===== config.mk =====
export PLATFORM = sky130hd
export DESIGN_NAME = cfa_queue
export DESIGN_NICKNAME = d
export VERILOG_FILES = /design/src/sv/cfa_pkg.sv /design/src/sv/cfa_queue.sv
export SDC_FILE = /design/constraint.sdc
export NUM_CORES = 1
export LEC_CHECK = 0
export CORE_ASPECT_RATIO = 1.5
export CORE_UTILIZATION = 40
export CTS_BUF_LIST = sky130_fd_sc_hd__clkbuf_4 sky130_fd_sc_hd__clkbuf_8
export DETAILED_ROUTE_END_ITERATION = 10
export DONT_BUFFER_PORTS = 1
export PLACE_DENSITY = 0.59
export SLEW_MARGIN = 10
export SYNTH_ARGS = -nofsm -noshare
export SYNTH_HDL_FRONTEND = slang
export SYNTH_SLANG_ARGS = --single-unit

===== constraint.sdc =====
create_clock -name clk_i -period 5.45 [get_ports clk_i]
set_input_delay 0 -clock clk_i [delete_from_list [all_inputs] [get_ports clk_i]]
set_output_delay 0 -clock clk_i [all_outputs]
set_load 0.01 [all_outputs]

===== src/sv/cfa_pkg.sv =====
// ----------------------------------------------------------------------------
// cfa_pkg: shared types and constants for the constant-folding ALU
// Command and status codes, the control record passed from front to back.
// ----------------------------------------------------------------------------
package cfa_pkg;

  localparam int unsigned VALUE_BITS_DEF  = 32;
  localparam int unsigned SYMBOL_BITS_DEF = 12;
  localparam int unsigned QUEUE_DEPTH     = 4;
  localparam int unsigned CMD_BITS        = 5;
  localparam int unsigned STATUS_BITS     = 2;

  typedef enum logic [CMD_BITS-1:0] {
    CMD_ADD   = 5'd0,
    CMD_SUB   = 5'd1,
    CMD_MUL   = 5'd2,
    CMD_DIV   = 5'd3,
    CMD_MOD   = 5'd4,
    CMD_AND   = 5'd5,
    CMD_OR    = 5'd6,
    CMD_XOR   = 5'd7,
    CMD_SHL   = 5'd8,
    CMD_SHR   = 5'd9,
    CMD_NEG   = 5'd10,
    CMD_COMPL = 5'd11,
    CMD_LNOT  = 5'd12,
    CMD_LT    = 5'd13,
    CMD_LE    = 5'd14,
    CMD_GT    = 5'd15,
    CMD_GE    = 5'd16,
    CMD_ULT   = 5'd17,
    CMD_ULE   = 5'd18,
    CMD_UGT   = 5'd19,
    CMD_UGE   = 5'd20,
    CMD_EQ    = 5'd21,
    CMD_NE    = 5'd22
  } cmd_e;

  typedef enum logic [STATUS_BITS-1:0] {
    ST_FOLDED  = 2'd0,
    ST_NOFOLD  = 2'd1,
    ST_DIVZERO = 2'd2
  } status_e;

  // Classified operation record, produced by the front end
  typedef struct packed {
    cmd_e    cmd;
    logic    named;
    logic    tfr;
    status_e status;
  } op_ctrl_t;

endpackage


===== src/sv/cfa_queue.sv =====
// ----------------------------------------------------------------------------
// cfa_queue: short FIFO between classifier and execution pipeline
// Holds classified operations so that each side can stall on its own.
// ----------------------------------------------------------------------------
module cfa_queue #(
  parameter int unsigned VALUE_BITS  = cfa_pkg::VALUE_BITS_DEF,
  parameter int unsigned SYMBOL_BITS = cfa_pkg::SYMBOL_BITS_DEF
) (
  input  logic                   clk_i,
  input  logic                   rst_ni,
  input  logic                   push_i,
  output logic                   full_o,
  input  cfa_pkg::op_ctrl_t      ctrl_i,
  input  logic [VALUE_BITS-1:0]  a_i,
  input  logic [VALUE_BITS-1:0]  b_i,
  input  logic [SYMBOL_BITS-1:0] sym_i,
  input  logic                   pop_i,
  output logic                   empty_o,
  output cfa_pkg::op_ctrl_t      ctrl_o,
  output logic [VALUE_BITS-1:0]  a_o,
  output logic [VALUE_BITS-1:0]  b_o,
  output logic [SYMBOL_BITS-1:0] sym_o
);
  import cfa_pkg::*;

  localparam int unsigned PW = $clog2(QUEUE_DEPTH);
  localparam int unsigned CW = $clog2(QUEUE_DEPTH + 1);

  op_ctrl_t               ctrl_q [QUEUE_DEPTH];
  logic [VALUE_BITS-1:0]  a_q    [QUEUE_DEPTH];
  logic [VALUE_BITS-1:0]  b_q    [QUEUE_DEPTH];
  logic [SYMBOL_BITS-1:0] sym_q  [QUEUE_DEPTH];
  logic [PW-1:0]          wr_q, wr_d, rd_q, rd_d;
  logic [CW-1:0]          cnt_q, cnt_d;
  logic                   do_push, do_pop;

  assign full_o  = cnt_q == CW'(QUEUE_DEPTH);
  assign empty_o = cnt_q == '0;
  assign do_push = push_i && !full_o;
  assign do_pop  = pop_i && !empty_o;
  assign ctrl_o  = ctrl_q[rd_q];
  assign a_o     = a_q[rd_q];
  assign b_o     = b_q[rd_q];
  assign sym_o   = sym_q[rd_q];

  always_comb begin
    wr_d  = wr_q;
    rd_d  = rd_q;
    cnt_d = cnt_q;
    if (do_push) begin
      wr_d = (wr_q == PW'(QUEUE_DEPTH - 1)) ? '0 : wr_q + PW'(1);
    end
    if (do_pop) begin
      rd_d = (rd_q == PW'(QUEUE_DEPTH - 1)) ? '0 : rd_q + PW'(1);
    end
    if (do_push && !do_pop) begin
      cnt_d = cnt_q + CW'(1);
    end else if (do_pop && !do_push) begin
      cnt_d = cnt_q - CW'(1);
    end
  end

  always_ff @(posedge clk_i or negedge rst_ni) begin
    if (!rst_ni) begin
      wr_q  <= '0;
      rd_q  <= '0;
      cnt_q <= '0;
    end else begin
      wr_q  <= wr_d;
      rd_q  <= rd_d;
      cnt_q <= cnt_d;
    end
  end

  always_ff @(posedge clk_i) begin
    if (do_push) begin
      ctrl_q[wr_q] <= ctrl_i;
      a_q[wr_q]    <= a_i;
      b_q[wr_q]    <= b_i;
      sym_q[wr_q]  <= sym_i;
    end
  end

endmodule


# Yosys cells after proc, flatten, opt, wreduce, memory -nomap -nowiden
# Memories as Yosys holds them, arrays and structs flattened.
# Index checks and enable logic that the tools add are counted.
# word_totals
ram_bits	340
mem_count	4
output_inout_bits	87
word_cells	30
reg_bits	7
# classes
n_addsub	4
n_eq_ne	3
n_mux	6
n_reduce_logical	10
# memory_table
name	words	word_bits	read_ports	rd_ports_with_merged_regs	write_ports	line	rtl
a_q	4	32	1	0	1	cfa_queue.sv:30	logic [VALUE_BITS-1:0] a_q [QUEUE_DEPTH];
b_q	4	32	1	0	1	cfa_queue.sv:31	logic [VALUE_BITS-1:0] b_q [QUEUE_DEPTH];
sym_q	4	12	1	0	1	cfa_queue.sv:32	logic [SYMBOL_BITS-1:0] sym_q [QUEUE_DEPTH];
ctrl_q	4	9	1	0	1	cfa_queue.sv:29	op_ctrl_t ctrl_q [QUEUE_DEPTH];
# ops
operator	n
two-way mux 3 bit	2
adder 2 x 1 -> 2 bit (second input constant)	2
== test 2 bit (second input constant)	2
logical AND 1 bit	4
zero test 1 bit	4
two-way mux 2 bit	2
adder 3 x 1 -> 3 bit (second input constant)	1
== test 3 bit (second input constant)	1
zero test 3 bit	1
subtractor 3 x 1 -> 3 bit (second input constant)	1
two-way mux 1 bit	2
nonzero test 2 bit	1

# Logic depth before layout (Yosys ltp)
# Gate-level depths: netlist (run 1).
# depth
word_depth	7
ltp_mapped	8
ltp_nobuf	8

# Worst setup path after synthesis (run 1)
# OpenSTA, ideal clock, no wires.
# synth_timing
path_type	register to register
from	register wr_q[0]
to	memory a_q[3][0] (netlist bit) (enable)
t_required_ns	4.919
arrival_time_ns	4.176
setup_ns	0.531
setup_slack_ns	0.744
path_stages_with_launch	4
cell_sequence	dfrtp_1 -> ha_1 -> nand2_1 -> nor2_1
# synth_rtl
element	line	rtl
start: declaration	cfa_queue.sv:33	logic [PW-1:0] wr_q, wr_d, rd_q, rd_d;
start signal: assignment	cfa_queue.sv:69	wr_q <= wr_d;
end: declaration	cfa_queue.sv:30	
# No word-level cell before the write port.

# Worst setup path after layout (run 1)
# layout_timing
from	register cnt_q[2]
to	memory sym_q[2][8] (netlist bit) (enable)
# layout_via
elab_chain_len	5
# layout_lines
element	line	rtl
start: declaration	cfa_queue.sv:34	logic [CW-1:0] cnt_q, cnt_d;
start signal: assignment	cfa_queue.sv:71	cnt_q <= cnt_d;
== test 3 bit	cfa_queue.sv:37	assign full_o = cnt_q == CW'(QUEUE_DEPTH);
net full_o	cfa_queue.sv:12	output logic full_o,
zero test 1 bit	cfa_queue.sv:39	assign do_push = push_i && !full_o;
logical AND 1 bit	cfa_queue.sv:39	
net do_push	cfa_queue.sv:35	logic do_push, do_pop;
two-way mux 1 bit	cfa_queue.sv:76	if (do_push) begin
two-way mux 1 bit (implied by the code)	cfa_queue.sv:80	sym_q[wr_q] <= sym_i;
end: declaration	cfa_queue.sv:32	
# The timed path passes the listed nets, and every way through them passes these cells.

==> results of run 1 <==
## cell families (layout without fill, tap and decap cells)
logic type               after synthesis  in the layout  synth area share (%)
AO/OA/AOI/OAI                          2              2                 0.157
other                                  0              2                     0
flip-flops                           347            347                  81.6
XOR/XNOR                               3              3                 0.206
buffers and inverters                 23            191                  1.41
AND/OR/NAND/NOR                       11             11                 0.511
adder cells (fa/ha/maj)                7              7                 0.747
multiplexers                          89             89                  15.4
## metal layers
metal  up-vias  share of wire, %
met5         -                 0
met4         0               2.5
met3        42               6.3
met2       162                58
met1      2874                33
li1       2344                 -
## cells in the final DEF (no fill, tap or decap), types with 5 or more instances in the layout
cell	n
edfxtp_1	340
clkbuf_8	53
mux4_2	85
clkinv_2	6
dlygate4sd3_1	89
clkbuf_4	16
clkinv_1	11
buf_4	7
dfrtp_1	5
ha_1	6
## flip-flops by register name, indices dropped and copies added, names as in the netlist
register  count
cnt_q         3
ctrl_q       36
rd_q          2
sym_q        48
b_q         128
wr_q          2
a_q         128
## how the worst max path moves through the flow
stage / start / to / depth (start not counted)
after floorplan: wr_q[0] / a_q[3][0] / 3
after detailed placement: cnt_q[2] / ctrl_q[1][2] / 4
after CTS: cnt_q[2] / sym_q[1][10] / 4
after global placement: wr_q[0] / ctrl_q[3][2] / 4
final: cnt_q[2] / sym_q[2][8] / 4
after global routing: cnt_q[2] / sym_q[0][1] / 4
## power groups by stage
| stage | sequential [mW] | clock (mW) | combinational [mW] |
|---|---|---|---|
| 2_1_floorplan | 3.71 | 0 | 1.60 |
| 3_3_place_gp | 3.76 | 0 | 1.93 |
| 3_5_place_dp | 3.80 | 0 | 1.96 |
| 4_1_cts | 3.74 | 2.15 | 2.05 |
| 5_1_grt | 3.78 | 2.25 | 2.12 |
| 6_report | 3.73 | 2.09 | 1.96 |
## metrics by stage
| stage | hold slack [ns] | setup WS [ns] |
|---|---|---|
| finish | 0.131 | 2.75 |
| global route | 0.109 | 2.60 |
| detailed placement | -0.295 | 2.71 |
| global placement | -0.295 | 2.55 |
| CTS | 0.0849 | 2.69 |
| floorplan | -0.296 | 0.744 |
## critical path, delay by kind of cell (launching register included)
kind / cells / cell delay (ns)
simple gates: 3 / 1.19
buf+inv: 1 / 0.60
flops: 1 / 0.43
## area by class of cell
type	count	area [sq um]	share of cell area (%)
antenna	2	5.00	0.0332
clock buffer	69	850	5.63
inverter	3	11.3	0.0746
clock inverter	22	178	1.18
sequential	347	10400	68.9
multi-input combinational	112	2180	14.5
tap	405	507	3.36
timing repair buffer	97	963	6.39
==> impl_metrics.yaml, run 1 <==
sta:
  fmax_mhz: 370
  timing.final.crit_share_pct: 49.5
  hold_viol: 0
  finalMaxSlewViolations: 0
  slew_headroom_pct: 24.5
  period_needed_ns: 2.70
  fin_setup_tns_ns: 0
  setup_viol: 0
  worstMarginPinSlew_ns: 1.13
  fin_skew_ns: 0.0260
  rsz0062_at_grt: "false"
logic_synthesis:
  syn-num-nets: 578
  syn-cell-area_sq_um: 12700
  syn_area_per_cell_sq_um: 26.4
  yosysTopAreaCellShare_pct: 80.2
  ys_warn_count: 0
  ys_top_cells_by_area: "edfxtp_1 80%, mux4_2 15%, dfrtp_1 1.4%, ha_1 0.59%, buf_12 0.47%"
  synthFlopType: "edfxtp_1"
  yosysTopAreaCell: "edfxtp_1"
  async_flop_share_pct: 2.02
  synth_cells: 482
  ys_ff_latch: 347
  yosysSeqAreaShare_pct: 81.6
  synth-edff-count: 340
  ys_types: 23
  yosysMostFrequentCell: "edfxtp_1"
  ys_top_cells_by_count: "340 x edfxtp_1, 85 x mux4_2, 8 x buf_2"
hold_path:
  holdPathEnd: "a_q[2][28]"
  holdCritPathClass: "input port to register"
  hold_depth: 1
  hold_start: "a_i[28]"
power_and_ir_drop:
  swShare_pct: 29.5
  power_frac_comb_pct: 25.2
  p_leak_nw: 4.81
  finalPower_mw: 7.78
  power_frac_clock_pct: 26.8
  peakVddDrop_mv: 0.679
  internal-power_mw: 5.49
  p_seq_share_pct: 48.0
  cellPowerDensity_nw_per_um2: 516
  switching_power_mw: 2.29
die:
  ios: 176
  initial_utilization_pct: 40.9
  die_y_um: 220
  die_x_um: 148
  die_area_sq_um: 32600
  floorplan.rows: 79
  core_sq_um: 31100
clocking:
  clock_latency_ns: 0.58
  cts_buffer_depth: 3
  clk_pin_slew_ns: 0.06
  cts_root_buffer: "clkbuf_8"
  cts_buffers: 50
  post_cts_buffers: 0
  htree_levels: 2
  cts.hold.buffers_added: 89
  post_cts_resized: 0
  cts_sinks: 347
  cts_tree: "yes"
route:
  wirelength_mm: 24.1
  drc_errors: 0
  vias: 5422
  via_per_inst: 5.13
  wl_per_cell_um: 22.8
  dr.first_iter.drc_count: 271
  drt-pass1-iter-count: 4
  antenna_left: 0
place:
  dp.cells: 875
  gp_congestion: 0.724
  placed_cell_area_sq_um: 13200
  hpwl_mm: 14.4
  port_buffers: 0
grt:
  gr-max-usage-layer: "met2"
  grt_pass1_vias: 6169
  grt_pass1_wl_mm: 36.0
  use_met1_pct: 14.7
  grt_overflow_total: 0
  grt_max_degree: 56
  grt_usage_pct: 15.2
  grtUsageMet3_pct: 4.43
  grt_antenna_before_repair: 2
  met2_usage_pct: 29.9
critical_path:
  path_cells: "nor3b_2, nor2b_2, and2_4, buf_4"
  cp_max_fo: 47
  path_class: "register to register"
  critPathArrivalTime_ns: 2.89
  r2r-start: "cnt_q[2]"
  worstSetupEndpointType: "register"
  r2r_slack_ns: 2.75
  reg2reg_depth: 4
  critPathMaxStageDelay_ns: 0.66
  crit_slowest_cell: "and2_4"
  cp-start-kind: "register"
  r2r_end: "sym_q[2][8]"
  required_ns: 5.64
layout:
  final_cell_area_sq_um: 15100
  nFillCells: 2527
  final_util_pct: 48.5
  nets: 707
  stdcell_count: 1057
  drive_gt1_share_pct: 28.6
  syn_to_final_growth_pct: 18.5
job:
  maxCapViolCount: 0
run_status:
  status: "finished clean"
No activity file was read; power rests on OpenSTA's default activity.
==> run 2, diff against run 1 <==
--- a/config.mk
+++ b/config.mk
@@ -5,12 +5,13 @@
 export SDC_FILE = /design/constraint.sdc
 export NUM_CORES = 1
 export LEC_CHECK = 0
+export ABC_AREA = 1
 export CORE_ASPECT_RATIO = 1.5
 export CORE_UTILIZATION = 40
 export CTS_BUF_LIST = sky130_fd_sc_hd__clkbuf_4 sky130_fd_sc_hd__clkbuf_8
 export DETAILED_ROUTE_END_ITERATION = 10
 export DONT_BUFFER_PORTS = 1
-export PLACE_DENSITY = 0.59
+export PLACE_DENSITY = 0.61
 export SLEW_MARGIN = 10
 export SYNTH_ARGS = -nofsm -noshare
 export SYNTH_HDL_FRONTEND = slang
==> constraint.sdc (replaced) <==
create_clock -name clk_i -period 2.2 [get_ports clk_i]
set_input_delay 0 -clock clk_i [delete_from_list [all_inputs] [get_ports clk_i]]
set_output_delay 0 -clock clk_i [all_outputs]
set_load 0.01 [all_outputs]
==> run 2 against run 1 <==
Effect of this change:
- clock-buffer cell count shrank 2
- clock power rose to 2.6 times the previous value
- final area grew 9.5%
- first-iteration DRC count rose by 29%
- critical path depth is the same
==> impl_metrics.yaml, run 2 <==
grt:
  grt_pass1_wl_mm: 42.5
  grt_usage_pct: 15.6
  grt_max_degree: 88
  grt_antenna_before_repair: 4
  grt_overflow_total: 0
  grt_pass1_vias: 7736
route:
  wl_per_cell_um: 16.5
  drc_errors: 0
  drt-pass1-iter-count: 5
  top_layer: "met5"
  wirelength_mm: 27.6
  vias: 7911
  dr_wl_met3_mm: 1.61
  antenna_left: 0
  via_per_inst: 4.75
  wl_met1_mm: 10.6
  met2_wirelength_mm: 14.5
  dr.first_iter.drc_count: 350
clocking:
  cts_buffer_depth: 3
  cts_tree: "yes"
  clock_latency_ns: 0.58
  cts_sinks: 347
  htree_levels: 2
  cts_buffers: 52
  clk_pin_slew_ns: 0.06
  cts_root_buffer: "clkbuf_8"
place:
  place_ws_ns: 0.309
  gp_congestion: 0.737
  hpwl_mm: 15.7
  port_buffers: 0
critical_path:
  r2r_end: "cnt_q[1]"
  reg2reg_depth: 9
  worstSetupPathDepth: 4
  critPathArrivalTime_ns: 1.96
  cp_max_fo: 69
  r2r-start: "cnt_q[1]"
  r2r_slack_ns: 0.30
  required_ns: 2.20
  critPathMaxStageDelay_ns: 0.65
  path_class: "register to output port"
  worstSetupEndpointType: "output port"
  crit_slowest_cell: "dfrtp_4"
  cp-start-kind: "register"
  critPathTopFamily: "flip-flops"
  timing.critical_path.buf_inv: 1
  path_cells: "buf_12, nand2_1, o211ai_1, nand2_1"
  cp-startpoint: "rd_q[0]"
  cpMostUsedCell: "nand2_1"
hold_path:
  hold_depth: 1
  holdPathEnd: "a_q[0][1]"
  holdCritPathClass: "input port to register"
  hold_start: "a_i[1]"
sta:
  setup_viol: 0
  finalMaxSlewViolations: 0
  hold_viol: 0
  slew_headroom_pct: 67.4
  worstMarginPinSlew_ns: 0.488
  period_needed_ns: 1.96
  rsz0062_at_grt: "false"
  timing.final.crit_share_pct: 89.0
  setup_slack_ns: 0.242
  fin_skew_ns: 0.0226
  holdWs_ns: 0.121
  fmax_mhz: 511
layout:
  drive_gt1_share_pct: 9.27
  nFillCells: 2967
  syn_to_final_growth_pct: 17.8
  top_regs: "a_q x128, b_q x128, sym_q x48"
  final_common_cell: "edfxtp_1"
  regArea_sq_um: 10400
  final_util_pct: 48.0
  multi_input_area_sq_um: 2500
  nets: 1258
  layout_common_cells: "340 x edfxtp_1, 269 x nand2_1, 184 x inv_1"
logic_synthesis:
  ys_top_cells_by_area: "edfxtp_1 73%, o211ai_1 9.1%, nand2_1 7.2%, inv_1 5.0%, buf_6 2.0%"
  syn-num-nets: 1149
  ys_types: 17
  syn_area_per_cell_sq_um: 13.3
  yosysTopAreaCell: "edfxtp_1"
  synth-edff-count: 340
  syn-cell-area_sq_um: 14000
  yosysTopAreaCellShare_pct: 72.8
  ys_top_cells_by_count: "340 x edfxtp_1, 270 x nand2_1, 185 x inv_1"
  ys_ff_latch: 347
  async_flop_share_pct: 2.02
  synthFlopType: "edfxtp_1"
  yosysMostFrequentCell: "edfxtp_1"
  ys_warn_count: 0
  synth_cells: 1053
  yosysSeqAreaShare_pct: 74.1
power_and_ir_drop:
  p_leak_nw: 6.22
  peakVddDrop_mv: 0.631
  switching_power_mw: 7.24
  power_frac_comb_pct: 30.8
  cellPowerDensity_nw_per_um2: 1260
  internal-power_mw: 13.6
  swShare_pct: 34.7
  power_frac_clock_pct: 25.8
  p_seq_share_pct: 43.4
die:
  die_y_um: 231
  ios: 176
  die_area_sq_um: 35800
  die_x_um: 155
  floorplan.rows: 83
  core_sq_um: 34400
  initial_utilization_pct: 40.8
job:
  maxCapViolCount: 0
run_status:
  status: "finished clean"
-- run 2: cell count changes after synthesis, sizes merged, moves of 3 or more --
| cell | previous run | this run |
|---|---|---|
| mux2 | 4 | 0 |
| nand2 | 1 | 270 |
| mux4 | 85 | 0 |
| o211ai | 0 | 170 |
| and2 | 3 | 0 |
| inv | 3 | 186 |
| buf | 17 | 53 |
| nor2 | 3 | 6 |
| nand3 | 0 | 7 |
-- run 2: worst max-delay path by stage --
stage,end,slack [ns]
after detailed placement,cnt_q[1],0.31
after floorplan,a_q[0][0],-0.17
after global placement,cnt_q[1],0.39
final,a_o[13],0.24
after CTS,a_o[0],0.06
after global routing,a_o[6],0.09
-- run 2: timing repair --
item / CTS / global route
setup buffers: 0 / 1
hold endpoints to repair: 504 / 0
setup endpoints to repair: 0 / 11
resized for setup: 0 / 0
hold buffers: 89 / 0
-- run 2: layer usage --
layer	vias to the layer above	GRT usage, %
li1	3881	-
met1	3766	17.2
met2	195	28.1
met3	63	4.13
met4	6	6.37
met5	-	0
-- run 2: layout make-up --
| cell class | instances | area share, % |
|---|---|---|
| clock buffer | 67 | 5.05 |
| timing repair buffer | 112 | 7.70 |
| tap | 467 | 3.54 |
| clock inverter | 22 | 1.36 |
| antenna | 2 | 0.0303 |
| multi-input combinational | 463 | 15.2 |
| inverter | 186 | 4.23 |
| sequential | 347 | 62.9 |
-- run 2: cells by family after synthesis --
group / share of synthesized area, %
adders and majority gates: 0.678
xor gates and xnor gates: 0.0625
DFF: 74.1
buffers and inverters: 8.36
and+or+nand+nor: 7.68
AOI/OAI and AO/OA: 9.14
-- run 2: through the flow --
| step | area (sq um) | std cells | power (mW) | TNS (ns) |
|---|---|---|---|---|
| 2_1_floorplan | 14100 | 1053 | 14.1 | -53.22 |
| 3_3_place_gp | 14500 | 1485 | 15.4 | 0 |
| 3_5_place_dp | 14500 | 1485 | 15.6 | 0 |
| 4_1_cts | 16500 | 1663 | 21.2 | 0 |
| 5_1_grt | 16500 | 1665 | 22.1 | 0 |
| 6_report | 16500 | 1666 | 20.8 | 0 |
-- run 2: power by group through the flow --
stage / combinational, mW / sequential, mW / clock [mW]
global route: 7.16 / 9.15 / 5.80
CTS: 6.53 / 9.09 / 5.56
detailed placement: 6.33 / 9.23 / 0
floorplan: 5.06 / 9.07 / 0
finish: 6.41 / 9.04 / 5.38
global placement: 6.21 / 9.19 / 0
