<file path="src/sv/cfa_pkg.sv">
// ----------------------------------------------------------------------------
// cfa_pkg: shared types and constants for the constant-folding ALU
// Command and status codes, the control record passed from front to back.
// ----------------------------------------------------------------------------
package cfa_pkg;

  localparam int unsigned VALUE_BITS_DEF  = 32;
  localparam int unsigned SYMBOL_BITS_DEF = 12;
  localparam int unsigned QUEUE_DEPTH     = 4;
  localparam int unsigned CMD_BITS        = 5;
  localparam int unsigned STATUS_BITS     = 2;

  typedef enum logic [CMD_BITS-1:0] {
    CMD_ADD   = 5'd0,
    CMD_SUB   = 5'd1,
    CMD_MUL   = 5'd2,
    CMD_DIV   = 5'd3,
    CMD_MOD   = 5'd4,
    CMD_AND   = 5'd5,
    CMD_OR    = 5'd6,
    CMD_XOR   = 5'd7,
    CMD_SHL   = 5'd8,
    CMD_SHR   = 5'd9,
    CMD_NEG   = 5'd10,
    CMD_COMPL = 5'd11,
    CMD_LNOT  = 5'd12,
    CMD_LT    = 5'd13,
    CMD_LE    = 5'd14,
    CMD_GT    = 5'd15,
    CMD_GE    = 5'd16,
    CMD_ULT   = 5'd17,
    CMD_ULE   = 5'd18,
    CMD_UGT   = 5'd19,
    CMD_UGE   = 5'd20,
    CMD_EQ    = 5'd21,
    CMD_NE    = 5'd22
  } cmd_e;

  typedef enum logic [STATUS_BITS-1:0] {
    ST_FOLDED  = 2'd0,
    ST_NOFOLD  = 2'd1,
    ST_DIVZERO = 2'd2
  } status_e;

  // Classified operation record, produced by the front end
  typedef struct packed {
    cmd_e    cmd;
    logic    named;
    logic    tfr;
    status_e status;
  } op_ctrl_t;

endpackage

</file>
<file path="src/sv/cfa_front.sv">
// ----------------------------------------------------------------------------
// cfa_front: request classifier
// Applies operand aliasing, unsigned compare remap and the symbol name rules.
// ----------------------------------------------------------------------------
module cfa_front #(
  parameter int unsigned VALUE_BITS  = cfa_pkg::VALUE_BITS_DEF,
  parameter int unsigned SYMBOL_BITS = cfa_pkg::SYMBOL_BITS_DEF
) (
  input  logic [cfa_pkg::CMD_BITS-1:0] command_i,
  input  logic [VALUE_BITS-1:0]        left_value_i,
  input  logic                         left_named_i,
  input  logic [SYMBOL_BITS-1:0]       left_symbol_i,
  input  logic                         left_unsigned_i,
  input  logic [VALUE_BITS-1:0]        right_value_i,
  input  logic                         right_named_i,
  input  logic [SYMBOL_BITS-1:0]       right_symbol_i,
  input  logic                         right_unsigned_i,
  output cfa_pkg::op_ctrl_t            ctrl_o,
  output logic [VALUE_BITS-1:0]        a_o,
  output logic [VALUE_BITS-1:0]        b_o,
  output logic [SYMBOL_BITS-1:0]       sym_o
);
  import cfa_pkg::*;

  logic                   unary;
  logic                   rn;
  logic [SYMBOL_BITS-1:0] rsym;
  logic                   ru;
  logic                   uns;
  logic                   bad_code;
  logic                   nofold;
  cmd_e                   cmd;

  always_comb begin
    unary = (command_i == CMD_NEG) || (command_i == CMD_COMPL) || (command_i == CMD_LNOT);
    b_o   = unary ? left_value_i : right_value_i;
    rn    = unary ? left_named_i : right_named_i;
    rsym  = unary ? left_symbol_i : right_symbol_i;
    ru    = unary ? left_unsigned_i : right_unsigned_i;
    uns   = left_unsigned_i || ru;
    bad_code = command_i > CMD_NE;

    // signed compares turn unsigned when either side is unsigned
    if (uns && command_i >= CMD_LT && command_i <= CMD_GE) begin
      cmd = cmd_e'(command_i + CMD_BITS'(4));
    end else begin
      cmd = cmd_e'(command_i);
    end

    nofold = (left_named_i && rn) || (rn && cmd != CMD_ADD) ||
             (left_named_i && cmd != CMD_ADD && cmd != CMD_SUB) || bad_code;

    a_o          = left_value_i;
    ctrl_o.cmd   = cmd;
    ctrl_o.named = left_named_i;
    ctrl_o.tfr   = 1'b0;
    sym_o        = left_named_i ? left_symbol_i : '0;

    if (nofold) begin
      ctrl_o.status = ST_NOFOLD;
    end else if ((cmd == CMD_DIV || cmd == CMD_MOD) && b_o == '0) begin
      ctrl_o.status = ST_DIVZERO;
    end else begin
      ctrl_o.status = ST_FOLDED;
    end

    // an add with an unnamed left takes the right side's name and type
    if (!nofold && cmd == CMD_ADD && !left_named_i) begin
      ctrl_o.named = rn;
      ctrl_o.tfr   = 1'b1;
      sym_o        = rn ? rsym : '0;
    end
  end

endmodule

</file>
<file path="config.mk">
export PLATFORM = sky130hd
export DESIGN_NAME = cfa_front
export DESIGN_NICKNAME = d
export VERILOG_FILES = /design/src/sv/cfa_pkg.sv /design/src/sv/cfa_front.sv
export SDC_FILE = /design/constraint.sdc
export NUM_CORES = 1
export LEC_CHECK = 0
export BUFFER_PORTS_ARGS = -buffer_cell sky130_fd_sc_hd__buf_2
export CAP_MARGIN = 20
export CORE_AREA = 4 4 69 71
export DETAILED_ROUTE_END_ITERATION = 10
export DIE_AREA = 0 0 73 75
export PLACE_DENSITY = 0.84
export SLEW_MARGIN = 25
export SYNTH_ARGS = -nofsm -noshare
export SYNTH_HDL_FRONTEND = slang
export SYNTH_SLANG_ARGS = --single-unit
</file>
<file path="constraint.sdc">
create_clock -name vclk -period 3.3
set_input_delay 0.33 -clock vclk [all_inputs]
set_output_delay 0.33 -clock vclk [all_outputs]
set_load 0.02 [all_outputs]
</file>
# ---- Word-level counts from Yosys, hierarchy flattened
# Index checks and enable logic that the tools add are counted.
# Widths: inputs -> output; s select.
dict set report word_totals {
  out_inout_bits 85
  in_bits 97
  reg_bits 0
  wordCells 42
}
dict set report op_classes {
  n_addsub 1
  n_eq_ne 6
  n_reduce_logical 21
  n_mux 11
  n_lt_le_gt_ge 3
}
# cell count
set op_table {}
lappend op_table {{$mux 12} 4}
lappend op_table {{$logic_not 32->1} 1}
lappend op_table {{$mux 32} 1}
lappend op_table {{$eq 5x4->1 const B} 3}
lappend op_table {{$logic_and 1x1->1} 9}
lappend op_table {{$logic_or 1x1->1} 7}
lappend op_table {{$mux 2} 3}
lappend op_table {{$add 5x3->5 const B} 1}
lappend op_table {{$eq 5x2->1 const B} 1}
lappend op_table {{$eq 5x3->1 const B} 1}
lappend op_table {{$ge 5x4->1 const B} 1}
lappend op_table {{$gt 5x5->1 const B} 1}
lappend op_table {{$le 5x5->1 const B} 1}
lappend op_table {{$logic_not 5->1} 1}
lappend op_table {{$mux 5} 1}
lappend op_table {{$ne 5x1->1 const B} 1}
lappend op_table {{$reduce_bool 5->1} 1}
lappend op_table {{$logic_not 1->1} 2}
lappend op_table {{$mux 1} 2}

# ---- Logic depth before layout (Yosys ltp)
# Gate-level depths: netlist of the first run.
dict set report logic_depth {
  word_depth 17
  ltp_mapped 10
  depth_no_buf 8
}

# ---- Worst setup path after synthesis of the first run
# No wires, ideal clock.
dict set report synth_timing {
  kind {input to output}
  start {input port command_i[2] (netlist bit)}
  end {output port ctrl_o[1] (netlist bit)}
  arrival_ns 2.534
  cell_stages 9
  setup_slack_ns 0.436
  required_ns 2.970
  n_path_buf 1
  cell_sequence {inv_1 -> ha_1 -> and3b_1 -> or2_1 -> buf_6 -> a221oi_4 -> xnor2_1 -> mux2i_1 -> nor4_1}
}
# element line
set synth_rtl {}
lappend synth_rtl {{start: declaration} cfa_front.sv:9} ;# input logic [cfa_pkg::CMD_BITS-1:0] command_i,
lappend synth_rtl {{end: declaration} cfa_front.sv:18} ;# output cfa_pkg::op_ctrl_t ctrl_o,

# ---- Worst setup path in the final report of the first run
dict set report layout_timing {
  start {input port command_i[2] (netlist bit)}
  end {output port sym_o[3]}
}
dict set report layout_via {
  elab_chain_cells 17
  elab_cells_between_ends 31
  cone_classes {add/sub (1); order compare (3); eq/ne (4); mux (6); reduce/logical (17)}
}
# element line
set layout_lines {}
lappend layout_lines {{$eq 5x4->1} cfa_front.sv:35} ;# unary = (command_i == CMD_NEG) || (command_i == CMD_COMPL) || (command_i == CMD_LNOT);
lappend layout_lines {{$logic_or 1x1->1 (2 in series)} cfa_front.sv:35}
lappend layout_lines {{$mux 1} cfa_front.sv:39} ;# ru = unary ? left_unsigned_i : right_unsigned_i;
lappend layout_lines {{$logic_or 1x1->1} cfa_front.sv:40} ;# uns = left_unsigned_i || ru;
lappend layout_lines {{$logic_and 1x1->1 (2 in series)} cfa_front.sv:44} ;# if (uns && command_i >= CMD_LT && command_i <= CMD_GE) begin
lappend layout_lines {{$mux 5} cfa_front.sv:44}
lappend layout_lines {{$reduce_bool 5->1} {cfa_front.sv:50, cfa_front.sv:51}}
lappend layout_lines {{$logic_and 1x1->1 (on tied branches)} {cfa_front.sv:50, cfa_front.sv:51}}
lappend layout_lines {{$logic_or 1x1->1 or $logic_and 1x1->1 (tied branches)} {cfa_front.sv:50, cfa_front.sv:51}}
lappend layout_lines {{$logic_or 1x1->1} cfa_front.sv:50} ;# nofold = (left_named_i && rn) || (rn && cmd != CMD_ADD) ||
lappend layout_lines {{$logic_or 1x1->1} cfa_front.sv:51} ;# (left_named_i && cmd != CMD_ADD && cmd != CMD_SUB) || bad_code;
lappend layout_lines {{$logic_not 1->1} cfa_front.sv:68} ;# if (!nofold && cmd == CMD_ADD && !left_named_i) begin
lappend layout_lines {{$logic_and 1x1->1 (2 in series)} cfa_front.sv:68}
lappend layout_lines {{$mux 12 *} cfa_front.sv:68}
lappend layout_lines {{end: declaration} cfa_front.sv:21} ;# output logic [SYMBOL_BITS-1:0] sym_o
# Every way passes the cells marked *; elsewhere a longest branch is shown, timed or not.

==> results.env, run 1 <==
RUN_STATUS='finished, final reports clean'
YOSYS-TOP-CELLS-AREA='sky130_fd_sc_hd__nand2_1, sky130_fd_sc_hd__buf_4, sky130_fd_sc_hd__nor4_1'
ROUTE.ANTENNA.REMAINING_NETS=0
MOST_FREQUENT_STANDARD_CELL_IN_THE_LAYOUT_EXCLUDING_FILL_AND_TAP_CELLS='sky130_fd_sc_hd__buf_2'
VIAS_PER_CELL=4.920
SETUP.WORST_PATH.START='command_i[2]'
CORE-AREA_SQ_MM=0.004234
TIMING.CRITICAL_PATH.ARRIVAL_NS=2.54
TOTAL_LEAKAGE_POWER_nW=1.213
HOLD_PATH_DEPTH=2
ITERATION_COUNT_OF_THE_INITIAL_DETAILED_ROUTING_PASS=4
CTS_HOLD_BUF=0
CELLPOWERDENSITY_mW_PER_MM2=162.8
INITIAL_CELL_DENSITY_OF_THE_CORE_PCT=30.20
POST_SYNTH_NUM_CELL_TYPES=34
FINAL_NETS=465
WORSTPATHREQUIRED_NS=2.97
SYN-NUM-NETS=323
SYNTHESIS.AREA_SQ_MM=0.001279
CRIT_END_CATEGORY='output pin'
WIRE_PER_INST_UM=13.28
GP_CONGESTION=0.8760
WORSTSETUPPATHTYPE='in -> out'
RSZ_0062_RAISED_AFTER_GLOBAL_ROUTING='false'
YOSYS_WARNINGS=0
LAYOUT.AREA.SEQ_SQ_UM=0
FINAL.HOLD.WORST_SLACK_NS=0.9077
POST_DP_CELL_AREA_SQ_MM=0.001959
TIMING.SETUP.TNS_NS=0
CRITPATHCAPTURE='sym_o[3]'
TIMING_HOLD_VIOLATIONS_FINAL=0
ROUTE.DETAILED.DRC=0
TRACK_USAGE_PCT=16.64
NUMBER_OF_TOP_LEVEL_DESIGN_PORTS=182
INITIALDRTVIOLATIONCOUNT=63
SYNTH.AVG_CELL_AREA_SQ_UM=5.734
TIGHTESTPINTRANSITION_NS=0.7245
SLEW_VIOL_FINAL=0
FINAL.PERIOD_UTILIZATION_PCT=86.96
PIN_COUNT_OF_THE_BIGGEST_NET_ENTERING_GLOBAL_ROUTING=25
FP-ROW-COUNT=24
WORST-PATH-MAX-FANOUT=13
POST_CTS_SETUP_BUFFERS=0
MAXSLEWHEADROOM_PCT=51.65
FLOORPLAN.DIE.HEIGHT_UM=75
MAXCAPVIOLATIONS=0
POSTSYNTHCELLCOUNT=223
TOTAL_NON_FILLER_CELL_AREA_IN_THE_FINISHED_LAYOUT_SQ_MM=0.001959
POST_ROUTE_CELLS_DRIVE_ABOVE_1_SHARE_PCT=52.34
HOLD_PATH.CLASS='in -> out'
GRT_PASS1_VIAS=1743
FLOPS_AND_LATCHES=0
ANTENNA_FOUND_INITIAL=0
YOSYS.AREA.TOP_TYPE='sky130_fd_sc_hd__nand2_1'
POST_CTS_RESIZED=0
DPL.HPWL_MM=4.915
GRT_FIRST_PASS_WIRELENGTH_MM=7.452
SYNTHTOLAYOUTAREAGROWTH_PCT=53.23
TIMING.FINAL.SETUP_VIOLATIONS=0
OVERFLOW=0
DIEAREA_SQ_MM=0.005475
ROUTED_WL_MM=5.513
SYNTH_LARGEST_TYPE_AREA_FRACTION_PCT=29.06
INSERTEDDIODECOUNT=0
PORT_BUFFERS=182
ROUTE.VIAS.TOTAL=2042
SYNTH_SEQ_AREA_SHARE_PCT=0
MAX_FREQ_MHz=348.5
NUM-CLOCK-BUFFERS=0
FINAL.MIN_CLOCK_PERIOD_NS=2.870
LAYOUT.CELLS.MOST_COMMON_LIST='sky130_fd_sc_hd__buf_2, sky130_fd_sc_hd__nand2_1, sky130_fd_sc_hd__nor4_1, sky130_fd_sc_hd__a22o_1'
IR_DROP_uV=95.11
STARTPOINT_TYPE='input port'
DIE_W_UM=73
[layout make-up]
class | count | area, sq um
well taps | 52 | 65.06
multi-input cells | 173 | 938.4
repair buffers | 186 | 940.9
fillers | 434 | 2275
inverters | 4 | 15.01
[per-layer routing]
layer  GRT usage (%)  routed length [um]
met5               0                   0
met4           3.074                  61
met3           1.335                 533
met2           33.86                2945
met1           18.65                1972
[cells in the mapped netlist, drive strengths merged]
library cell	instances
o211ai	1
and3b	1
nor4	17
a31oi	1
a41o	1
nor3	4
clkbuf	7
buf	39
o22ai	1
ha	3
mux2i	2
a22o	12
a21o	2
nand4	5
xnor2	2
o21bai	1
and2	1
nand2	99
a2111o	1
o21ai	1
a41oi	1
a21oi	5
or2	2
xor2	1
inv	4
nor2	4
nor4b	1
a221oi	2
nand3b	1
o31a	1
[worst min path at each step]
stage	from	end	slack, ns
global route	left_value_i[4]	a_o[4]	0.92
finish	left_value_i[4]	a_o[4]	0.91
global placement	left_value_i[3]	a_o[3]	0.91
detailed placement	left_value_i[4]	a_o[4]	0.91
CTS	left_value_i[4]	a_o[4]	0.91
floorplan	left_value_i[0]	a_o[0]	0.77
[logic make-up after synthesis]
| kind of cell | count (synthesis) | share of synthesized area [%] |
|---|---|---|
| xor+xnor | 3 | 2.055 |
| compound gates | 30 | 20.26 |
| buf+inv | 50 | 26.81 |
| simple gates | 135 | 46.38 |
| fa+ha+maj | 3 | 2.936 |
| mux | 2 | 1.566 |
[power by group]
group / total (mW) / internal, mW / switching [mW]
Clock: 0 / 0 / 0
Combinational: 0.319 / 0.122 / 0.197
Sequential: 0 / 0 / 0
[worst max-delay path, cell delays in order]
cell and delay, ns:
sky130_fd_sc_hd__buf_2 0.17, sky130_fd_sc_hd__inv_1 0.10, sky130_fd_sc_hd__ha_1 0.20, sky130_fd_sc_hd__and3b_1 0.19
sky130_fd_sc_hd__or2_1 0.28, sky130_fd_sc_hd__a221oi_4 0.42, sky130_fd_sc_hd__a41oi_2 0.18, sky130_fd_sc_hd__nor3_2 0.17
sky130_fd_sc_hd__buf_4 0.20, sky130_fd_sc_hd__a22o_1 0.14, sky130_fd_sc_hd__buf_2 0.16
[per-stage QoR]
step                      power, mW  cells  setup WS [ns]  utilization [%]
final                        0.3191    415         0.4302            46.28
after global routing         0.3461    415         0.2796            46.28
after CTS                    0.3210    415         0.4173            46.28
after detailed placement     0.3202    415         0.4261            46.28
after global placement       0.3157    415         0.5237            46.28
after floorplan              0.2002    223         0.4357                -
Power figures use the tool's default switching activity.
==> inputs of run 2 (changes only) <==
--- a/config.mk
+++ b/config.mk
@@ -6,11 +6,10 @@
 export NUM_CORES = 1
 export LEC_CHECK = 0
 export BUFFER_PORTS_ARGS = -buffer_cell sky130_fd_sc_hd__buf_2
-export CAP_MARGIN = 20
-export CORE_AREA = 4 4 69 71
+export CORE_AREA = 4 4 62 86
 export DETAILED_ROUTE_END_ITERATION = 10
-export DIE_AREA = 0 0 73 75
-export PLACE_DENSITY = 0.84
+export DIE_AREA = 0 0 66 90
+export PLACE_DENSITY = 0.8
 export SLEW_MARGIN = 25
 export SYNTH_ARGS = -nofsm -noshare
 export SYNTH_HDL_FRONTEND = slang
==> constraint.sdc (replaced) <==
create_clock -name vclk -period 2.31
set_input_delay 0.231 -clock vclk [all_inputs]
set_output_delay 0.231 -clock vclk [all_outputs]
set_load 0.02 [all_outputs]
==> results.env, run 2 (same netlist as run 1, synthesis figures left out) <==
NUM-CLOCK-BUFFERS=0
FINAL_CORE_UTILIZATION_PCT=52.03
P_SW_SHARE_PCT=57.62
STARTPOINT_TYPE='input port'
PORT_BUFFERS=182
ROUTE.VIAS.TOTAL=2132
NUMBER_OF_TOP_LEVEL_DESIGN_PORTS=182
WIRE_PER_INST_UM=14.21
GRT_PASS1_VIAS=2133
COMBINATIONALPOWERSHARE_PCT=100.0
PIN_COUNT_OF_THE_BIGGEST_NET_ENTERING_GLOBAL_ROUTING=18
FP-ROW-COUNT=29
GRT_FIRST_PASS_WIRELENGTH_MM=9.742
CELLPOWERDENSITY_mW_PER_MM2=223.8
MAXCAPVIOLATIONS=0
P_INT_mW=0.2238
TIMING.FINAL.WS_SETUP_NS=-0.04161
INSERTEDDIODECOUNT=0
HOLD_PATH.CLASS='in -> out'
TIGHTESTPINTRANSITION_NS=0.4598
SWITCHINGPOWER_mW=0.3043
FLOPS_AND_LATCHES=0
WORSTPATHREQUIRED_NS=2.08
ROUTE.ANTENNA.REMAINING_NETS=0
VIAS_PER_CELL=4.813
TOTAL_LEAKAGE_POWER_nW=1.391
FINAL_NETS=483
ITERATION_COUNT_OF_THE_INITIAL_DETAILED_ROUTING_PASS=6
CRIT_END_CATEGORY='output pin'
INITIALDRTVIOLATIONCOUNT=50
TIMING_HOLD_VIOLATIONS_FINAL=0
DIEAREA_SQ_MM=0.005940
FLOORPLAN.DIE.HEIGHT_UM=90
RSZ_0062_RAISED_AFTER_GLOBAL_ROUTING='true'
ROUTE.DETAILED.DRC=0
CRITICAL-PATH-TOP-CELL-BY-COUNT='sky130_fd_sc_hd__buf_6'
TIMING.SETUP.TNS_NS=-0.2051
OVERFLOW=0
SLEW_VIOL_FINAL=0
PLACE_WS_NS=-0.2307
POWER.SHARE.CLOCK_PCT=0
LAYOUT.CELLS.MOST_COMMON_LIST='sky130_fd_sc_hd__buf_2, sky130_fd_sc_hd__nand2_1, sky130_fd_sc_hd__buf_4, sky130_fd_sc_hd__nor4_1, sky130_fd_sc_hd__buf_6'
WORST-PATH-MAX-FANOUT=7
RUN_STATUS='finished, violations left'
DPL.HPWL_MM=5.282
FINAL.HOLD.WORST_SLACK_NS=0.7137
GP_CONGESTION=0.8480
TIMING.FINAL.SETUP_VIOLATIONS=11
CORE-AREA_SQ_MM=0.004536
CP_CELL_SEQUENCE='buf_8 > ha_2 > nor4b_4 > or2_4 > a221oi_4 > a41oi_2 > nor3_4 > buf_6 > a22o_1 > buf_6'
INITIAL_CELL_DENSITY_OF_THE_CORE_PCT=28.19
IR_DROP_uV=138.8
MOST_FREQUENT_STANDARD_CELL_IN_THE_LAYOUT_EXCLUDING_FILL_AND_TAP_CELLS='sky130_fd_sc_hd__buf_2'
POST_ROUTE_CELLS_DRIVE_ABOVE_1_SHARE_PCT=58.53
ANTENNA_FOUND_INITIAL=1
LAYOUT.AREA.SEQ_SQ_UM=0
FINAL.PERIOD_UTILIZATION_PCT=101.8
FAILING_CHECKS='negative setup slack'
FINAL.MIN_CLOCK_PERIOD_NS=2.352
DIE_W_UM=66
MAXSLEWHEADROOM_PCT=69.06
WORSTSETUPPATHTYPE='in -> out'
MAX_FREQ_MHz=425.2
CRIT_SLOWEST_CELL='sky130_fd_sc_hd__a221oi_4'
CRITICAL-PATH-TOP-DELAY-FAMILY='compound AO/OA/AOI/OAI gates'
TRACK_USAGE_PCT=19.59
SLOWEST_DELAY_NS=0.32
SYNTHTOLAYOUTAREAGROWTH_PCT=84.54
TIMING.CRITICAL_PATH.ARRIVAL_NS=2.12
WORSTPATHBUFFERINVERTERCOUNT=3
SHARE_SEQ_OF_TOTAL_POWER_PCT=0
ROUTED_WL_MM=6.293
-- run 2: cell count changes in the layout (fill, tap and decap cells not counted), moves of 2 or more --
cell	change
sky130_fd_sc_hd__a22o_1	-7
sky130_fd_sc_hd__buf_4	+16
sky130_fd_sc_hd__buf_2	-16
sky130_fd_sc_hd__buf_6	+16
sky130_fd_sc_hd__a22o_4	+7
sky130_fd_sc_hd__ha_1	-2
-- run 2: per-layer routing --
layer  track usage, %  part of all wire [%]
met2            41.17                    54
met5                0                  0.11
met1            19.24                    35
met3            3.491                   9.8
met4            2.034                  0.51
-- run 2: power groups by stage --
| stage | Sequential, mW | Clock [mW] | Combinational [mW] |
|---|---|---|---|
| 6_report | 0 | 0 | 0.528 |
| 5_1_grt | 0 | 0 | 0.570 |
| 4_1_cts | 0 | 0 | 0.521 |
| 3_5_place_dp | 0 | 0 | 0.489 |
| 3_3_place_gp | 0 | 0 | 0.484 |
| 2_1_floorplan | 0 | 0 | 0.297 |
-- run 2: timing repair --
action | 4_1_cts | 5_1_grt
setup endpoints to repair | 16 | 15
gates resized for setup | 37 | 7
hold buffers | 0 | 0
pin swaps | 16 | 10
cloned | 1 | 0
buffers inserted | 5 | 1
-- run 2: cell type report --
| type | instances | area (sq um) |
|---|---|---|
| fill | 441 | 2176 |
| inverter | 4 | 17.52 |
| multi-input combinational | 173 | 1064 |
| tap | 62 | 77.57 |
| timing repair buffer | 204 | 1201 |
-- run 2: path summary, 6_finish.rpt --
check | start | to | cells after the start
worst min-delay path | left_value_i[18] | a_o[18] | 2
worst max-delay path | command_i[2] | sym_o[0] | 10
-- run 2: stage by stage --
step | total power [mW] | cell area [sq um] | std cells
5_1_grt | 0.5702 | 2360 | 443
2_1_floorplan | 0.2972 | 1355 | 223
6_report | 0.5281 | 2360 | 443
3_5_place_dp | 0.4891 | 2151 | 437
4_1_cts | 0.5205 | 2350 | 443
3_3_place_gp | 0.4844 | 2151 | 437
==> inputs of run 3 (changes only) <==
==> constraint.sdc (replaced) <==
create_clock -name vclk -period 2.31
set_input_delay 0.462 -clock vclk [all_inputs]
set_output_delay 0.462 -clock vclk [all_outputs]
set_load 0.02 [all_outputs]
==> results.env, run 3 (same netlist as run 1, synthesis figures left out) <==
DIE_W_UM=66
HOLD_PATH_DEPTH=2
MAXSLEWHEADROOM_PCT=75.82
MAXCAPVIOLATIONS=0
ROUTE.ANTENNA.REMAINING_NETS=0
DPL.HPWL_MM=5.567
NUM-CLOCK-BUFFERS=0
POST_ROUTE_CELLS_DRIVE_ABOVE_1_SHARE_PCT=64.71
CP_CELL_SEQUENCE='buf_12 > inv_12 > ha_4 > and3b_1 > or2_4 > a221oi_4 > buf_4 > a41oi_2 > nor3_4 > buf_6 > clkbuf_16 > a22o_4 > buf_6'
NUMBER_OF_TOP_LEVEL_DESIGN_PORTS=182
RSZ_0062_RAISED_AFTER_GLOBAL_ROUTING='true'
LAYOUT.CELLS.MOST_COMMON_LIST='sky130_fd_sc_hd__buf_2, sky130_fd_sc_hd__nand2_1, sky130_fd_sc_hd__buf_4, sky130_fd_sc_hd__buf_6, sky130_fd_sc_hd__nor4_1'
HOLD_PATH.CLASS='in -> out'
TOTAL_LEAKAGE_POWER_nW=1.602
ROUTED_WL_MM=7.079
IR_DROP_uV=118.3
MIN-DELAY-START='left_value_i[3]'
PORT_BUFFERS=182
STARTPOINT_TYPE='input port'
TIGHTESTPINTRANSITION_NS=0.3588
FAILING_CHECKS='negative setup slack'
GRT_FIRST_PASS_WIRELENGTH_MM=10.44
FINAL.HOLD.WORST_SLACK_NS=1.176
INITIALDRTVIOLATIONCOUNT=45
FINAL.PERIOD_UTILIZATION_PCT=125.4
FLOORPLAN.DIE.HEIGHT_UM=90
DIEAREA_SQ_MM=0.005940
TRACK_USAGE_PCT=21.40
WORST-PATH-MAX-FANOUT=6
CRIT_SLOWEST_CELL='sky130_fd_sc_hd__a221oi_4'
TIMING.FINAL.SETUP_VIOLATIONS=19
SLEW_VIOL_FINAL=0
MOST_FREQUENT_STANDARD_CELL_IN_THE_LAYOUT_EXCLUDING_FILL_AND_TAP_CELLS='sky130_fd_sc_hd__buf_2'
WORSTPATHREQUIRED_NS=1.85
ITERATION_COUNT_OF_THE_INITIAL_DETAILED_ROUTING_PASS=4
OVERFLOW=0
GRT_PASS1_VIAS=2303
CRITICAL-PATH-TOP-CELL-BY-COUNT='sky130_fd_sc_hd__buf_6'
ROUTE.VIAS.TOTAL=2294
WORSTSETUPPATHTYPE='in -> out'
GP_CONGESTION=0.9069
SLOWEST_DELAY_NS=0.28
PIN_COUNT_OF_THE_BIGGEST_NET_ENTERING_GLOBAL_ROUTING=34
FINAL.MIN_CLOCK_PERIOD_NS=2.896
WIRE_PER_INST_UM=14.93
FLOPS_AND_LATCHES=0
CELLPOWERDENSITY_mW_PER_MM2=219.8
CTS_HOLD_BUF=0
REPORT.POWER.TOTAL_mW=0.6317
CRIT_END_CATEGORY='output pin'
FINAL_NETS=510
CORE-AREA_SQ_MM=0.004536
LAYOUT.AREA.SEQ_SQ_UM=0
PLACE_WS_NS=-0.7168
FP-ROW-COUNT=29
ANTENNA_FOUND_INITIAL=4
ROUTE.DETAILED.DRC=0
SYNTHTOLAYOUTAREAGROWTH_PCT=124.8
TIMING.CRITICAL_PATH.ARRIVAL_NS=2.43
INITIAL_CELL_DENSITY_OF_THE_CORE_PCT=28.19
WORSTHOLDENDPOINT='a_o[3]'
TIMING.FINAL.WS_SETUP_NS=-0.5857
TIMING_HOLD_VIOLATIONS_FINAL=0
VIAS_PER_CELL=4.840
MAX_FREQ_MHz=345.3
RUN_STATUS='finished, violations left'
[run 3: per-layer routing]
metal	part of all wire [%]	global-route usage [%]	vias up	routed length, um
met5	0.18	0	-	13
met4	2.4	4.915	2	170
met3	13	6.983	20	907
met2	53	42.09	137	3721
met1	32	20.50	1015	2265
li1	-	-	1120	-
[run 3: worst max path at each step]
stage	start	end	slack (ns)	cells past startpoint
6_report	command_i[2]	sym_o[4]	-0.59	13
5_1_grt	command_i[2]	sym_o[4]	-0.66	13
4_1_cts	command_i[2]	sym_o[5]	-0.56	10
3_5_place_dp	command_i[2]	sym_o[11]	-0.72	11
3_3_place_gp	command_i[2]	sym_o[11]	-0.67	11
2_1_floorplan	command_i[2]	ctrl_o[1]	-0.47	9
[run 3: worst max-delay path: cells and delay by family]
| family | cells | cell delay [ns] |
|---|---|---|
| buffers and inverters | 6 | 0.67 |
| AND/OR/NAND/NOR | 3 | 0.64 |
| AO/OA/AOI/OAI | 3 | 0.53 |
| adder cells (fa/ha/maj) | 1 | 0.13 |
[run 3: final cells by class]
class                           count  area (sq um)
Antenna cell                        4         10.01
Fill cell                         392          1662
Inverter                            4         27.53
Multi-Input combinational cell    173          1176
Tap cell                           62         77.57
Timing Repair Buffer              231          1583
[run 3: power breakdown]
part           internal, mW  leakage [nW]  switching [mW]    total, mW
clock network   0.000000232     0.0000254               0  0.000000232
logic                 0.299          1.60           0.333        0.632
registers                 0             0               0            0
total                 0.299          1.60           0.333        0.632
[run 3: stage by stage]
step	setup TNS [ns]	util, %	std cells	instance area, sq um
floorplan	-6.430	-	223	1449
global placement	-15.07	52.50	456	2381
detailed placement	-16.10	52.50	456	2381
CTS	-8.797	58.98	462	2675
global route	-11.49	63.26	472	2869
finish	-9.241	63.37	474	2874
[run 3: repair_timing]
action,in CTS,in global routing
gates resized for setup,60,37
setup endpoints to repair,51,51
cloned,1,3
hold endpoints to repair,0,0
pin swaps,13,9
buffers inserted,6,7
